### src/rtl/qde_pkg.sv
// qde_pkg: shared constants, widths and types of the quantizing delta encoder
// no dependencies; used by the interfaces, the divider and the top level

package qde_pkg;

  localparam int unsigned SAMPLE_W = 32;
  localparam int unsigned STEP_W   = 32;
  localparam int unsigned LEVEL_W  = 16;
  localparam int unsigned BYTE_W   = 8;
  localparam int unsigned DELTA_W  = LEVEL_W + 1;
  localparam int unsigned DIV_W    = SAMPLE_W + 1;
  localparam int unsigned CNT_W    = $clog2(DIV_W + 1);

  localparam logic [STEP_W-1:0]  STEP_RESET = 32'd65536;
  localparam logic [BYTE_W-1:0]  ESC_CODE   = 8'hFF;
  localparam logic [BYTE_W-1:0]  BYTE_BIAS  = 8'h80;
  localparam logic [LEVEL_W-1:0] LEVEL_BIAS = 16'h8000;
  localparam logic [LEVEL_W-1:0] LEVEL_MAX  = 16'h7FFF;
  localparam logic [LEVEL_W-1:0] LEVEL_MIN  = 16'h8000;
  localparam logic [DIV_W-1:0]   QUOT_MAX   = 33'd32767;
  localparam logic [DIV_W-1:0]   QUOT_MIN   = 33'd32768;
  localparam logic signed [DELTA_W-1:0] DELTA_HI = 17'sd127;
  localparam logic signed [DELTA_W-1:0] DELTA_LO = -17'sd128;

  typedef enum logic [3:0] {
    S_IDLE = 4'b0001,
    S_DIV  = 4'b0010,
    S_ENC  = 4'b0100,
    S_EMIT = 4'b1000
  } qde_state_t;

endpackage

### src/rtl/qde_if.sv
// qde_if: valid/ready channel interfaces for samples, code bytes and step writes
// depends on qde_pkg for payload widths

interface qde_in_if;
  logic                             valid;
  logic                             ready;
  logic signed [qde_pkg::SAMPLE_W-1:0] sample_value;
  logic                             packet_start;
  modport source (output valid, output sample_value, output packet_start, input ready);
  modport sink   (input valid, input sample_value, input packet_start, output ready);
endinterface

interface qde_out_if;
  logic                        valid;
  logic                        ready;
  logic [qde_pkg::BYTE_W-1:0]  code_byte;
  logic                        last_of_sample;
  modport source (output valid, output code_byte, output last_of_sample, input ready);
  modport sink   (input valid, input code_byte, input last_of_sample, output ready);
endinterface

interface qde_cfg_if;
  logic                        valid;
  logic                        ready;
  logic [qde_pkg::STEP_W-1:0]  step_size;
  modport source (output valid, output step_size, input ready);
  modport sink   (input valid, input step_size, output ready);
endinterface

### src/rtl/qde_div.sv
// qde_div: restoring divider, one quotient bit per cycle
// depends on qde_pkg for widths

module qde_div (
  input  logic                        clk,
  input  logic                        rst_n,
  input  logic                        start,
  input  logic [qde_pkg::DIV_W-1:0]   num,
  input  logic [qde_pkg::DIV_W-1:0]   den,
  output logic                        done,
  output logic [qde_pkg::DIV_W-1:0]   quot
);

  logic [qde_pkg::DIV_W-1:0] rem_r, rem_nxt;
  logic [qde_pkg::DIV_W-1:0] quo_r, quo_nxt;
  logic [qde_pkg::DIV_W-1:0] den_r, den_nxt;
  logic [qde_pkg::CNT_W-1:0] cnt_r, cnt_nxt;
  logic                      done_r, done_nxt;
  logic [qde_pkg::DIV_W:0]   trial;
  logic [qde_pkg::DIV_W:0]   diff;
  logic                      fits;

  assign trial = {rem_r, quo_r[qde_pkg::DIV_W-1]};
  assign diff  = trial - {1'b0, den_r};
  assign fits  = ~diff[qde_pkg::DIV_W];

  always_comb begin
    rem_nxt  = rem_r;
    quo_nxt  = quo_r;
    den_nxt  = den_r;
    cnt_nxt  = cnt_r;
    done_nxt = 1'b0;
    if (start) begin
      rem_nxt = '0;
      quo_nxt = num;
      den_nxt = den;
      cnt_nxt = qde_pkg::CNT_W'(qde_pkg::DIV_W);
    end else if (cnt_r != '0) begin
      rem_nxt  = fits ? diff[qde_pkg::DIV_W-1:0] : trial[qde_pkg::DIV_W-1:0];
      quo_nxt  = {quo_r[qde_pkg::DIV_W-2:0], fits};
      cnt_nxt  = cnt_r - qde_pkg::CNT_W'(1);
      done_nxt = (cnt_r == qde_pkg::CNT_W'(1));
    end
  end

  always_ff @(posedge clk) begin
    rem_r <= rem_nxt;
    quo_r <= quo_nxt;
    den_r <= den_nxt;
    if (!rst_n) begin
      cnt_r  <= '0;
      done_r <= 1'b0;
    end else begin
      cnt_r  <= cnt_nxt;
      done_r <= done_nxt;
    end
  end

  assign done = done_r;
  assign quot = quo_r;

endmodule

### src/rtl/quantized_delta_escape_encoder.sv
// quantized_delta_escape_encoder: top level, sequencer, level saturation and byte output
// depends on qde_pkg, the channel interfaces in qde_if and the divider qde_div

// Each accepted sample is divided by the step with rounding half away from zero,
// saturated to a signed 16-bit level and sent as one byte (delta + 128) or three
// bytes (0xFF, then level + 32768 high byte first). The sample port is busy while
// a sample with a one-byte code goes through its steps: start the divider, one
// pass of the bit-serial divider per quotient bit, take the quotient, encode and
// load the byte into the output register. An escape code adds a load for each of
// its other bytes. A step of zero skips the divider. The last byte of a sample
// sits in the output register while the next sample is already being divided; an
// output stall longer than that holds the sequencer. Step writes are always taken
// and must only come while idle.

module quantized_delta_escape_encoder (
  input  logic      clk,
  input  logic      rst_n,
  qde_in_if.sink    in_ch,
  qde_out_if.source out_ch,
  qde_cfg_if.sink   cfg_ch
);

  qde_pkg::qde_state_t state_r, state_nxt;

  logic [qde_pkg::STEP_W-1:0]  step_r, step_nxt;
  logic [qde_pkg::LEVEL_W-1:0] prev_r, prev_nxt;
  logic [qde_pkg::LEVEL_W-1:0] level_r, level_nxt;
  logic                        neg_r, neg_nxt;
  logic [qde_pkg::BYTE_W-1:0]  buf_r [3];
  logic [qde_pkg::BYTE_W-1:0]  buf_nxt [3];
  logic [1:0]                  left_r, left_nxt;
  logic                        out_valid_r, out_valid_nxt;
  logic [qde_pkg::BYTE_W-1:0]  out_byte_r, out_byte_nxt;
  logic                        out_last_r, out_last_nxt;

  logic                        in_xfer;
  logic                        in_neg;
  logic [qde_pkg::SAMPLE_W-1:0] in_mag;
  logic [qde_pkg::DIV_W-1:0]   div_num;
  logic [qde_pkg::DIV_W-1:0]   div_den;
  logic                        div_start;
  logic                        div_done;
  logic [qde_pkg::DIV_W-1:0]   div_quot;
  logic                        step_zero;
  logic [qde_pkg::LEVEL_W-1:0] sat_level;
  logic [qde_pkg::LEVEL_W-1:0] zero_level;
  logic signed [qde_pkg::DELTA_W-1:0] delta;
  logic                        esc;
  logic                        out_free;

  assign in_ch.ready  = (state_r == qde_pkg::S_IDLE);
  assign cfg_ch.ready = 1'b1;
  assign in_xfer      = in_ch.valid & in_ch.ready;

  assign in_neg    = in_ch.sample_value[qde_pkg::SAMPLE_W-1];
  assign in_mag    = in_neg ? (~in_ch.sample_value + qde_pkg::SAMPLE_W'(1))
                            : in_ch.sample_value;
  assign div_num   = {in_mag, 1'b0} + {1'b0, step_r};
  assign div_den   = {step_r, 1'b0};
  assign step_zero = (step_r == '0);
  assign div_start = in_xfer & ~step_zero;

  qde_div u_div (
    .clk   (clk),
    .rst_n (rst_n),
    .start (div_start),
    .num   (div_num),
    .den   (div_den),
    .done  (div_done),
    .quot  (div_quot)
  );

  // saturate the rounded quotient and apply the sign
  always_comb begin
    if (neg_r) begin
      sat_level = (div_quot >= qde_pkg::QUOT_MIN) ? qde_pkg::LEVEL_MIN
                  : (~div_quot[qde_pkg::LEVEL_W-1:0] + qde_pkg::LEVEL_W'(1));
    end else begin
      sat_level = (div_quot >= qde_pkg::QUOT_MAX) ? qde_pkg::LEVEL_MAX
                                                 : div_quot[qde_pkg::LEVEL_W-1:0];
    end
  end

  assign zero_level = (in_mag == '0) ? '0 : (in_neg ? qde_pkg::LEVEL_MIN : qde_pkg::LEVEL_MAX);

  assign delta = $signed({level_r[qde_pkg::LEVEL_W-1], level_r})
               - $signed({prev_r[qde_pkg::LEVEL_W-1], prev_r});
  assign esc   = (delta >= qde_pkg::DELTA_HI) || (delta < qde_pkg::DELTA_LO);

  assign out_free = ~out_valid_r | out_ch.ready;

  always_comb begin
    state_nxt     = state_r;
    step_nxt      = step_r;
    prev_nxt      = prev_r;
    level_nxt     = level_r;
    neg_nxt       = neg_r;
    buf_nxt       = buf_r;
    left_nxt      = left_r;
    out_valid_nxt = out_valid_r & ~out_ch.ready;
    out_byte_nxt  = out_byte_r;
    out_last_nxt  = out_last_r;

    if (cfg_ch.valid) begin
      step_nxt = cfg_ch.step_size;
    end

    case (state_r)
      qde_pkg::S_IDLE: begin
        if (in_xfer) begin
          neg_nxt = in_neg;
          if (in_ch.packet_start) begin
            prev_nxt = '0;
          end
          if (step_zero) begin
            level_nxt = zero_level;
            state_nxt = qde_pkg::S_ENC;
          end else begin
            state_nxt = qde_pkg::S_DIV;
          end
        end
      end
      qde_pkg::S_DIV: begin
        if (div_done) begin
          level_nxt = sat_level;
          state_nxt = qde_pkg::S_ENC;
        end
      end
      qde_pkg::S_ENC: begin
        prev_nxt = level_r;
        if (esc) begin
          buf_nxt[0] = qde_pkg::ESC_CODE;
          buf_nxt[1] = level_r[qde_pkg::LEVEL_W-1:qde_pkg::BYTE_W] ^ qde_pkg::LEVEL_BIAS[15:8];
          buf_nxt[2] = level_r[qde_pkg::BYTE_W-1:0];
          left_nxt   = 2'd3;
        end else begin
          buf_nxt[0] = delta[qde_pkg::BYTE_W-1:0] ^ qde_pkg::BYTE_BIAS;
          left_nxt   = 2'd1;
        end
        state_nxt = qde_pkg::S_EMIT;
      end
      qde_pkg::S_EMIT: begin
        if (out_free) begin
          out_valid_nxt = 1'b1;
          out_byte_nxt  = buf_r[0];
          out_last_nxt  = (left_r == 2'd1);
          buf_nxt[0]    = buf_r[1];
          buf_nxt[1]    = buf_r[2];
          left_nxt      = left_r - 2'd1;
          if (left_r == 2'd1) begin
            state_nxt = qde_pkg::S_IDLE;
          end
        end
      end
      default: begin
        state_nxt = qde_pkg::S_IDLE;
      end
    endcase
  end

  always_ff @(posedge clk) begin
    level_r    <= level_nxt;
    neg_r      <= neg_nxt;
    buf_r      <= buf_nxt;
    out_byte_r <= out_byte_nxt;
    out_last_r <= out_last_nxt;
    if (!rst_n) begin
      state_r     <= qde_pkg::S_IDLE;
      step_r      <= qde_pkg::STEP_RESET;
      prev_r      <= '0;
      left_r      <= '0;
      out_valid_r <= 1'b0;
    end else begin
      state_r     <= state_nxt;
      step_r      <= step_nxt;
      prev_r      <= prev_nxt;
      left_r      <= left_nxt;
      out_valid_r <= out_valid_nxt;
    end
  end

  assign out_ch.valid          = out_valid_r;
  assign out_ch.code_byte      = out_byte_r;
  assign out_ch.last_of_sample = out_last_r;

`ifndef SYNTH
  // a short code never collides with the escape marker
  a_no_short_esc: assert property (@(posedge clk) disable iff (!rst_n)
    (state_r == qde_pkg::S_ENC && !esc) |->
      ((delta[qde_pkg::BYTE_W-1:0] ^ qde_pkg::BYTE_BIAS) != qde_pkg::ESC_CODE))
    else $error("short code equals escape marker");

  // the divider only finishes while the sequencer waits for it
  a_div_done_in_div: assert property (@(posedge clk) disable iff (!rst_n)
    div_done |-> (state_r == qde_pkg::S_DIV))
    else $error("divider done outside divide state");

  // no new sample is taken right after one was accepted
  a_busy_after_xfer: assert property (@(posedge clk) disable iff (!rst_n)
    in_xfer |=> !in_ch.ready)
    else $error("sample port ready right after a transfer");

  // bytes are only pending while the emitter is active
  a_left_in_emit: assert property (@(posedge clk) disable iff (!rst_n)
    (left_r != 2'd0) |-> (state_r == qde_pkg::S_EMIT))
    else $error("pending bytes outside emit state");
`endif

endmodule
### src/flat_wrapper.sv
// flat-port wrapper written by rule: the top's interface ports become plain ports
module quantized_delta_escape_encoder_flat 
  (clk, rst_n, in_ch_valid, in_ch_sample_value, in_ch_packet_start, in_ch_ready, out_ch_valid, out_ch_code_byte, out_ch_last_of_sample, out_ch_ready, cfg_ch_valid, cfg_ch_step_size, cfg_ch_ready);
  qde_in_if in_ch_i ();
  qde_out_if out_ch_i ();
  qde_cfg_if cfg_ch_i ();
  input  logic clk;
  input  logic rst_n;
  input wire logic [$bits(in_ch_i.valid)-1:0] in_ch_valid;
  input wire logic [$bits(in_ch_i.sample_value)-1:0] in_ch_sample_value;
  input wire logic [$bits(in_ch_i.packet_start)-1:0] in_ch_packet_start;
  output wire logic [$bits(in_ch_i.ready)-1:0] in_ch_ready;
  output wire logic [$bits(out_ch_i.valid)-1:0] out_ch_valid;
  output wire logic [$bits(out_ch_i.code_byte)-1:0] out_ch_code_byte;
  output wire logic [$bits(out_ch_i.last_of_sample)-1:0] out_ch_last_of_sample;
  input wire logic [$bits(out_ch_i.ready)-1:0] out_ch_ready;
  input wire logic [$bits(cfg_ch_i.valid)-1:0] cfg_ch_valid;
  input wire logic [$bits(cfg_ch_i.step_size)-1:0] cfg_ch_step_size;
  output wire logic [$bits(cfg_ch_i.ready)-1:0] cfg_ch_ready;
  assign in_ch_i.valid = in_ch_valid;
  assign in_ch_i.sample_value = in_ch_sample_value;
  assign in_ch_i.packet_start = in_ch_packet_start;
  assign in_ch_ready = in_ch_i.ready;
  assign out_ch_valid = out_ch_i.valid;
  assign out_ch_code_byte = out_ch_i.code_byte;
  assign out_ch_last_of_sample = out_ch_i.last_of_sample;
  assign out_ch_i.ready = out_ch_ready;
  assign cfg_ch_i.valid = cfg_ch_valid;
  assign cfg_ch_i.step_size = cfg_ch_step_size;
  assign cfg_ch_ready = cfg_ch_i.ready;
  quantized_delta_escape_encoder u_core (.clk(clk), .rst_n(rst_n), .in_ch(in_ch_i), .out_ch(out_ch_i), .cfg_ch(cfg_ch_i));
endmodule
### config.mk
export PLATFORM = sky130hd
export DESIGN_NAME = quantized_delta_escape_encoder_flat
export DESIGN_NICKNAME = d
export VERILOG_FILES = /design/src/rtl/qde_pkg.sv /design/src/rtl/qde_if.sv /design/src/rtl/qde_div.sv /design/src/rtl/quantized_delta_escape_encoder.sv /design/src/flat_wrapper.sv
export SDC_FILE = /design/constraint.sdc
export NUM_CORES = 1
export LEC_CHECK = 0
export BUFFER_PORTS_ARGS = -buffer_cell sky130_fd_sc_hd__buf_4
export CAP_MARGIN = 20
export CORE_ASPECT_RATIO = 0.7
export CORE_UTILIZATION = 55
export DETAILED_ROUTE_END_ITERATION = 8
export GPL_ROUTABILITY_DRIVEN = 0
export PLACE_DENSITY = 0.83
export SKIP_CTS_REPAIR_TIMING = 1
export SLEW_MARGIN = 10
export SYNTH_ARGS = -nofsm -noshare
export SYNTH_HDL_FRONTEND = slang
export SYNTH_SLANG_ARGS = --single-unit
### constraint.sdc
create_clock -name clk -period 5.6 [get_ports clk]
set_input_delay 0.28 -clock clk [delete_from_list [all_inputs] [get_ports clk]]
set_output_delay 0.28 -clock clk [all_outputs]
set_load 0.005 [all_outputs]
==> out/metrics.yaml <==
drt:
  route.detailed.drc: 8
  drt-initial-drc-count: 1311
  ant_nets: 0
  wire_per_inst_um: 19.2
  first_pass_iters: 8
  routed_via_density: 6.34
  num_vias: 12344
  routed_wl_mm: 37.3
die:
  initial_core_util_pct: 56.4
  ioPinCount: 82
  die_x_um: 193
  chipHeight_um: 136
  coreArea_sq_um: 24900
  rows: 48
  dieArea_sq_um: 26200
hold_path:
  whs_endpoint: "u_core.step_r[16]"
  hold_class: "primary input to flop"
  min-delay-start: "cfg_ch_step_size[16]"
  min_path_cells: 3
sta:
  slew_viol_final: 0
  period_share_pct: 82.4
  fin_tns_setup_ns: 0
  slew_headroom_pct: 42.0
  rsz0062_at_grt: "no"
  post-route-min-period_ns: 4.61
  finalSetupViolations: 0
  fin_skew_ns: 0.0114
  fmax_ghz: 0.217
  tightest_slew_ns: 0.846
  hold_slack_ns: 0.0288
  hold_viol_final: 0
cts:
  cts_tree: "built"
  cts.sinks: 210
  cts-root-buf: "clkbuf_16"
  cts_buffer_depth: 3
  clock_latency_ns: 0.51
  cts.htree.levels: 1
  path_clk_slew_ns: 0.06
  cts_buffers: 22
layout:
  antennaDiodeCount: 0
  n_fill_cell: 2000
  area_growth_pct: 11.3
  final_nets: 1765
  drive_gt1_share_pct: 9.74
logic_synthesis:
  ys_top_cells_by_area: "edfxtp_1, dfxtp_1, ha_1"
  synthCells: 1555
  synth_top_area_share_pct: 24.6
  synth_edf_count: 115
  synthArstFlopShare_pct: 0
  synth_seq_cells: 210
  ys_types: 81
  synth_warnings: 0
  avgSynthCellArea_sq_um: 9.02
  ys.flop_type: "edfxtp_1"
  synth_fp_nets: 1713
  yosysTopAreaCell: "edfxtp_1"
  ys_seq_area_share_pct: 38.2
  synth_area_sq_um: 14000
power_and_ir_drop:
  p_per_area_nw_per_um2: 400
  power_leakage_nw: 6.22
  peakVddDrop_mv: 0.253
placed_design:
  dp_hpwl_mm: 27.8
  portBuffers: 80
global_routing:
  grt_max_degree: 84
  grt_overflow: 0
  grt_pass1_wl_mm: 58.5
  grt_pass1_vias: 11174
  antenna_found_initial: 0
  track_usage_pct: 28.2
run_status:
  violations: "DRC"
  status: "complete, but fails checks"
setup_path:
  critPathCaptureType: "flop"
  crit_top_cell: "or4_1"
  crit_slowest_cell: "mux2i_1"
  crit_path_start_kind: "flop"
  rr_worst_depth: 12
  cp_max_fo: 10
  critPathKind: "flop to flop"
  slowest_delay_ns: 0.68
  worstPathRequired_ns: 5.77
  r2r_slack_ns: 0.99
  path_buf_inv: 1
  worstPathArrival_ns: 4.78
  cp_top_family: "compound AO/OA/AOI/OAI gates"
  rr_endpoint: "u_core.buf_r[12]"
  crit_chain: "inv_1 > ha_1 > fa_1 > nor2b_1 > o31a_1 > o211ai_1 > a2111oi_0 > a311oi_1 > or4_1 > or4_1 > mux2i_1 > o21ai_1"
  r2r_start: "u_core.level_r[0]"
flow_run:
  cap_violations: 0
flip-flops by register name (all words and copies together), names as in the netlist:
name                          flops
u_core.u_div.den_r               32
u_core.level_r                   16
u_core.out_ch.last_of_sample      1
u_core.state_r                    4
u_core.u_div.done                 1
u_core.out_ch.valid               1
u_core.out_ch.code_byte           8
u_core.u_div.rem_r               33
u_core.u_div.quot                33
u_core.prev_r                    16
u_core.step_r                    32
u_core.buf_r                     24
u_core.neg_r                      1
u_core.left_r                     2
u_core.u_div.cnt_r                6
layout make-up:
cell class                      instances  area, sq um  area share [%]
Multi-Input combinational cell       1186         8080            51.8
Tap cell                              325          407            2.60
Clock inverter                         10         81.3           0.521
Timing Repair Buffer                   91          683            4.38
Sequential cell                       210         5360            34.3
Inverter                               96          360            2.31
Clock buffer                           30          642            4.11
per-stage QoR:
stage	total power [mW]	worst slack [ns]	instances	area [sq um]	utilization [%]
floorplan	4.13	1.68	1555	14000	-
global placement	4.66	1.21	1907	14900	59.8
detailed placement	4.75	1.04	1908	14900	59.9
CTS	6.21	1.08	1948	15600	62.8
global route	6.62	0.749	1948	15600	62.8
finish	6.25	0.986	1948	15600	62.8
where the power goes:
group | switching, mW | internal (mW)
clock network | 0.603 | 0.849
logic | 1.48 | 1.04
registers | 0.282 | 1.99
total | 2.37 | 3.88
worst register-to-register path, stage by stage, from the launching register on:
cell and delay, ns:
edfxtp_1 0.36, inv_1 0.06, ha_1 0.24, fa_1 0.42, nor2b_1 0.20, o31a_1 0.21
o211ai_1 0.19, a2111oi_0 0.42, a311oi_1 0.11, or4_1 0.55, or4_1 0.40, mux2i_1 0.68
o21ai_1 0.42
cells in the final DEF, fill, tap and decap left out, types with 20 or more instances in the layout:
cell / count
nor4_1: 20
clkbuf_16: 23
nand2_1: 125
xnor2_1: 57
edfxtp_1: 115
xor2_1: 30
a211oi_1: 23
ha_1: 85
a21oi_1: 102
nor2_1: 76
dfxtp_1: 95
o21ai_0: 118
mux2i_1: 58
buf_4: 91
o31ai_1: 34
nor2b_1: 67
inv_1: 95
a21o_1: 36
nor3_1: 36
or3_1: 27
nand3_1: 34
metal layers:
layer	global-route usage (%)	share of wire [%]
met1	41.6	45
met2	40.9	41
met3	5.88	10
met4	8.88	3.0
met5	0	0
cells in the mapped netlist, types with 51 or more instances:
cell and instances:
nor2b_1 67, clkbuf_1 51, o21ai_0 119, xnor2_1 57, nor2_1 76, mux2i_1 58, ha_1 85, inv_1 95
edfxtp_1 115, a21oi_1 102, nand2_1 125, dfxtp_1 95
logic make-up after synthesis:
family	count (synthesis)	synth area share (%)
xor gates and xnor gates	87	5.43
muxes	62	4.46
and+or+nand+nor	482	17.9
DFF	210	38.2
buffers and inverters	159	4.37
AOI/OAI and AO/OA	466	21.6
other	1	0.0267
adders and majority gates	88	8.01
worst max path at each step:
stage	start	slack (ns)	end	cells past startpoint
floorplan	in_ch_sample_value[3]	1.68	u_core.u_div.quot[29]	15
global placement	in_ch_sample_value[3]	1.21	u_core.u_div.quot[29]	15
detailed placement	in_ch_sample_value[3]	1.04	u_core.u_div.quot[29]	15
CTS	u_core.level_r[0]	1.08	u_core.buf_r[10]	12
global route	u_core.level_r[0]	0.75	u_core.buf_r[12]	12
finish	u_core.level_r[0]	0.99	u_core.buf_r[12]	12
(Power assumes the default switching activity.)
